## src/sv/direct_form_fir_filter_unit_macros.svh

```systemverilog
// ----------------------------------------------------------------------------
// direct form fir filter assertion macros
// shared property shapes for the concurrent checks of the filter
// ----------------------------------------------------------------------------
`ifndef DIRECT_FORM_FIR_FILTER_UNIT_MACROS_SVH
`define DIRECT_FORM_FIR_FILTER_UNIT_MACROS_SVH

// same-cycle implication, disabled while reset is asserted
`define DFIR_ASSERT_IMPL(label, clk, rst_n, ante, cons) \
    label: assert property (@(posedge clk) disable iff (!rst_n) (ante) |-> (cons)) \
        else $error("dfir same-cycle check failed");

// next-cycle implication, disabled while reset is asserted
`define DFIR_ASSERT_NEXT(label, clk, rst_n, ante, cons) \
    label: assert property (@(posedge clk) disable iff (!rst_n) (ante) |=> (cons)) \
        else $error("dfir next-cycle check failed");

`endif

```

## src/sv/dfir_pkg.sv

```systemverilog
// ----------------------------------------------------------------------------
// dfir package
// widths, codes and controller types of the direct form fir filter
// ----------------------------------------------------------------------------
`timescale 1ns / 1ps
`default_nettype none

package dfir_pkg;

    localparam int CMD_W        = 2;
    localparam int TAP_INDEX_W  = 10;
    localparam int TAP_VALUE_W  = 18;
    localparam int SAMPLE_W     = 16;
    localparam int FILTERED_W   = 44;
    localparam int TAPS_W       = 11;
    localparam int PROD_W       = TAP_VALUE_W + SAMPLE_W;

    localparam int MAX_TAPS_DEFAULT = 1024;
    localparam logic [TAPS_W-1:0] TAPS_RESET = 11'd1024;

    typedef enum logic [CMD_W-1:0] {
        CMD_LOAD   = 2'd0,
        CMD_FILTER = 2'd1,
        CMD_CLEAR  = 2'd2
    } cmd_e_t;

    typedef enum logic [1:0] {
        ST_IDLE,
        ST_ISSUE,
        ST_DRAIN,
        ST_FINISH
    } state_t;

    // controller to datapath
    typedef struct packed {
        logic load_coef;
        logic start_sample;
        logic clear_hist;
        logic issue;
        logic load_out;
    } dfir_ctl_t;

    // datapath to controller
    typedef struct packed {
        logic pipe_busy;
        logic out_free;
    } dfir_sts_t;

endpackage

`default_nettype wire

```

## src/sv/dfir_ctrl.sv

```systemverilog
// ----------------------------------------------------------------------------
// dfir controller
// command decode, tap loop count and result hand-off sequencing
// ----------------------------------------------------------------------------
`timescale 1ns / 1ps
`default_nettype none

module dfir_ctrl
    import dfir_pkg::*;
#(
    parameter int MAX_TAPS = MAX_TAPS_DEFAULT
) (
    input  wire logic              clk,
    input  wire logic              rst_n,
    input  wire logic              cfg_we,
    input  wire logic [TAPS_W-1:0] cfg_wdata,
    input  wire logic              in_valid,
    input  wire logic [CMD_W-1:0]  in_code,
    output logic                   in_ready,
    output dfir_ctl_t              ctl,
    input  wire dfir_sts_t         sts
);

    localparam int CNT_W = ($clog2(MAX_TAPS + 1) > TAPS_W) ? $clog2(MAX_TAPS + 1) : TAPS_W;
    localparam logic [CNT_W-1:0] MAX_CNT = CNT_W'(MAX_TAPS);

    state_t            state_reg, state_next;
    logic [TAPS_W-1:0] taps_reg;
    logic [CNT_W-1:0]  cnt_reg, cnt_next;
    logic [CNT_W-1:0]  taps_ext;
    logic [CNT_W-1:0]  taps_eff;

    assign taps_ext = CNT_W'(taps_reg);
    assign taps_eff = (taps_ext > MAX_CNT) ? MAX_CNT : taps_ext;

    always_ff @(posedge clk or negedge rst_n)
    begin
        if (!rst_n)
        begin
            state_reg <= ST_IDLE;
            taps_reg  <= TAPS_RESET;
            cnt_reg   <= '0;
        end
        else
        begin
            state_reg <= state_next;
            cnt_reg   <= cnt_next;
            if (cfg_we)
            begin
                taps_reg <= cfg_wdata;
            end
        end
    end

    always_comb
    begin
        state_next = state_reg;
        cnt_next   = cnt_reg;
        ctl        = '0;
        in_ready   = 1'b0;
        case (state_reg)
            ST_IDLE:
            begin
                in_ready = 1'b1;
                if (in_valid)
                begin
                    case (cmd_e_t'(in_code))
                        CMD_LOAD:
                        begin
                            ctl.load_coef = 1'b1;
                        end
                        CMD_FILTER:
                        begin
                            ctl.start_sample = 1'b1;
                            cnt_next         = taps_eff;
                            // empty sum goes straight to hand-off
                            state_next = (taps_eff == '0) ? ST_FINISH : ST_ISSUE;
                        end
                        CMD_CLEAR:
                        begin
                            ctl.clear_hist = 1'b1;
                        end
                        default:
                        begin
                        end
                    endcase
                end
            end
            ST_ISSUE:
            begin
                ctl.issue = 1'b1;
                cnt_next  = cnt_reg - 1'b1;
                if (cnt_reg == CNT_W'(1))
                begin
                    state_next = ST_DRAIN;
                end
            end
            ST_DRAIN:
            begin
                if (!sts.pipe_busy)
                begin
                    state_next = ST_FINISH;
                end
            end
            ST_FINISH:
            begin
                if (sts.out_free)
                begin
                    ctl.load_out = 1'b1;
                    state_next   = ST_IDLE;
                end
            end
            default:
            begin
                state_next = ST_IDLE;
            end
        endcase
    end

endmodule

`default_nettype wire

```

## config.mk

```make
export PLATFORM = sky130hd
export DESIGN_NAME = dfir_ctrl
export DESIGN_NICKNAME = d
export VERILOG_FILES = /design/src/sv/direct_form_fir_filter_unit_macros.svh /design/src/sv/dfir_pkg.sv /design/src/sv/dfir_ctrl.sv
export SDC_FILE = /design/constraint.sdc
export NUM_CORES = 1
export LEC_CHECK = 0
export BUFFER_PORTS_ARGS = -buffer_cell sky130_fd_sc_hd__clkbuf_2
export CORE_ASPECT_RATIO = 0.7
export CORE_UTILIZATION = 58
export DETAILED_ROUTE_END_ITERATION = 10
export HOLD_SLACK_MARGIN = 0.1
export PLACE_DENSITY = 0.83
export SLEW_MARGIN = 40
export SYNTH_ARGS = -nofsm -noshare
export SYNTH_HDL_FRONTEND = slang
export SYNTH_SLANG_ARGS = --single-unit
export TNS_END_PERCENT = 1
```

## constraint.sdc

```tcl
create_clock -name clk -period 3.5 [get_ports clk]
set_input_delay 0.35 -clock clk [delete_from_list [all_inputs] [get_ports clk]]
set_output_delay 0.35 -clock clk [all_outputs]
set_load 0.02 [all_outputs]
```

==> impl_metrics.tcl <==
set metrics [dict create \
    num_rows 14 \
    fin_tns_setup_ns 0 \
    syn_to_final_growth_pct 15.4 \
    worstPathMaxFanout 20 \
    power_uw 540 \
    finalCriticalPeriod_ns 2.31 \
    finalMaxSlewViolations 0 \
    critical_path_class "reg -> reg" \
    synth_fp_nets 164 \
    num_vias 1194 \
    cts_tree "done" \
    timing.final.ws_setup_ns 1.19 \
    synth_area_um2 1360 \
    firstDrtPassIters 4 \
    worst_pin_slew_ns 0.723 \
    place_inst 191 \
    die_h_um 42.5 \
    syn_inst 139 \
    die_x_um 59.9 \
    drive_gt1_share_pct 26.2 \
    cts_setup_buffers 0 \
    p_sw_uw 114 \
    status "finished clean" \
    start_kind "flip-flop" \
    cap_violations 0 \
    cts_root_buffer "clkbuf_4" \
    p_per_area_nw_per_um2 344 \
    cp.required_ns 3.72 \
    nets 190 \
    reg2regPathDepth 5 \
    insertedDiodeCount 0 \
    ys_ff_latch 24 \
    ant_nets 0 \
    buffer_ports.inserted 24 \
    post-dp-hpwl_mm 2.31 \
    p_comb_share_pct 6.6 \
    fin_crit_sh_pct 66.1 \
    avgSynthCellArea_um2 9.78 \
    cts_max_level 1 \
    stdcell_area_um2 1570 \
    hp-class "in -> reg" \
    clock_skew_ns 0.00695 \
    cts_buffers 3 \
    r2r-end "state_reg[1]" \
    drc_errors 0 \
    clock_sinks 24 \
    grt_max_degree 25 \
    routedWlPerCell_um 15.6 \
    p_seq_share_pct 56.1 \
    dpl_cell_area_um2 1510 \
    drt_iter0_markers 90 \
    antenna_found_initial 0 \
    clkLatencyLatePin_ns 0.32 \
    grt_pass1_wl_mm 5.06 \
    power_switching_share_pct 21.2 \
    synth_warnings 0 \
    clkTransAtPathRegs_ns 0.12 \
    dp_slack_ns 1.26 \
    grt.total_usage_pct 27.0 \
    yosysUniqueCellTypes 40 \
    crit_path_end_kind "flip-flop" \
    instances_no_fill 196 \
    p_leak_nw 0.708 \
    layout_common_cells "clkbuf_2, dfrtp_1, o21ai_0" \
    reg2reg_slack_ns 1.19 \
    vias_per_cell 6.09 \
    ios 25 \
    worstPathArrival_ns 2.53 \
    clkPwrFrac_pct 37.2 \
    die-area_um2 2550 \
    place.gp.congestion 0.878 \
    cts_max_path_buffers 2 \
    start_util_pct 62.1 \
    endpoint "state_reg[1]" \
    fmax_mhz 432 \
    r2r-start "state_reg[1]" \
    vdd_drop_max_uv 209 \
    final_hold_viol_count 0 \
    rsz0062_at_grt "false" \
    fp.coreArea_um2 2190 \
    finalSetupViolations 0 \
    ys_seq_area_share_pct 44.3 \
    crit_start "state_reg[1]" \
    slew_headroom_pct 51.7 \
    grt_pass1_vias 1067 \
    p_int_uw 426 \
    overflow 0 \
    layout_commonest_cell "clkbuf_2" \
    routed_wl_mm 3.07 \
]
[routing by layer]
metal | part of all wire [%] | GRT usage, % | vias up
met5 | 0 | 0 | -
li1 | - | - | 565
met4 | 0.82 | 4.65 | 0
met2 | 45 | 39.6 | 71
met1 | 44 | 40.9 | 553
met3 | 10 | 6.48 | 5
[cell usage after synthesis]
master | n | area share [%]
and3_1 | 2 | 0.92
dfrtp_1 | 23 | 42
a22oi_1 | 1 | 0.55
nor3_1 | 4 | 1.5
a211oi_1 | 1 | 0.55
o21a_1 | 2 | 1.1
o221ai_1 | 1 | 0.64
mux2_2 | 10 | 8.3
nand2_1 | 9 | 2.5
ha_1 | 6 | 5.5
a21oi_1 | 6 | 2.2
a222oi_1 | 1 | 0.74
a31oi_1 | 2 | 0.92
nand3b_1 | 1 | 0.55
o41a_1 | 1 | 0.83
nand3_1 | 3 | 1.1
buf_2 | 2 | 0.74
nor4_1 | 3 | 1.4
or4_4 | 1 | 0.83
nor3b_1 | 1 | 0.55
nor2_1 | 10 | 2.8
o211ai_1 | 1 | 0.55
and2_1 | 3 | 1.4
o22a_1 | 1 | 0.64
o21ai_0 | 13 | 4.8
o31ai_1 | 1 | 0.55
a21o_1 | 1 | 0.55
clkbuf_1 | 3 | 0.83
a2111oi_0 | 1 | 0.64
nor4b_1 | 1 | 0.64
or4_1 | 1 | 0.55
inv_1 | 11 | 3.0
and4_1 | 1 | 0.64
dfstp_2 | 1 | 1.9
and4b_1 | 2 | 1.5
a311o_1 | 1 | 0.74
o21ba_2 | 1 | 0.74
or3_2 | 1 | 0.55
mux2i_1 | 1 | 0.74
a32oi_1 | 4 | 2.6
[cell families after synthesis]
family,Yosys count,share of synthesized area [%]
AOI/OAI and AO/OA,39,19.3
adders and majority gates,6,5.52
buffers and inverters,16,4.60
DFF,24,44.3
muxes,11,9.02
and+or+nand+nor,43,17.3
[layout make-up]
cell class,count,area (um^2)
inverter,11,41.3
multi-input combinational,99,696
sequential,24,602
timing repair buffer,26,138
fill,172,621
clock buffer,3,22.5
clock inverter,1,30.0
tap,32,40.0
[power groups by stage]
| stage | combinational, mW | clock (mW) | sequential [mW] |
|---|---|---|---|
| after global routing | 0.0401 | 0.221 | 0.304 |
| after global placement | 0.0334 | 0 | 0.307 |
| after detailed placement | 0.0357 | 0 | 0.308 |
| after CTS | 0.0366 | 0.205 | 0.302 |
| final | 0.0359 | 0.201 | 0.303 |
| after floorplan | 0.0170 | 0 | 0.303 |
[worst min-delay path by stage]
stage / depth (start not counted) / to / startpoint / slack (ns)
CTS: 3 / taps_ext[10] / cfg_wdata[10] / 0.21
finish: 3 / taps_ext[10] / cfg_wdata[10] / 0.22
global placement: 1 / cnt_reg[1] / rst_n / 0.37
detailed placement: 1 / cnt_reg[0] / rst_n / 0.38
floorplan: 0 / cnt_reg[0] / rst_n / 0.05
global route: 2 / taps_ext[9] / cfg_wdata[9] / 0.22
[per-stage QoR]
step | hold slack (ns) | util (%)
after global placement | 0.369 | 68.8
after global routing | 0.223 | 71.7
after CTS | 0.213 | 71.7
after floorplan | 0.0544 | -
final | 0.219 | 71.7
after detailed placement | 0.380 | 68.8
[critical path: stages (launching register included)]
cell and delay (ns):
dfrtp_1 0.43, inv_1 0.10, ha_1 0.60, inv_1 0.32
o21ai_0 0.39, mux2_2 0.38
[what timing repair did]
item	4_1_cts	5_1_grt
resized for setup	0	0
hold buffers	1	0
hold endpoints to repair	23	0
Note: power is estimated with default switching activity, not from simulation.
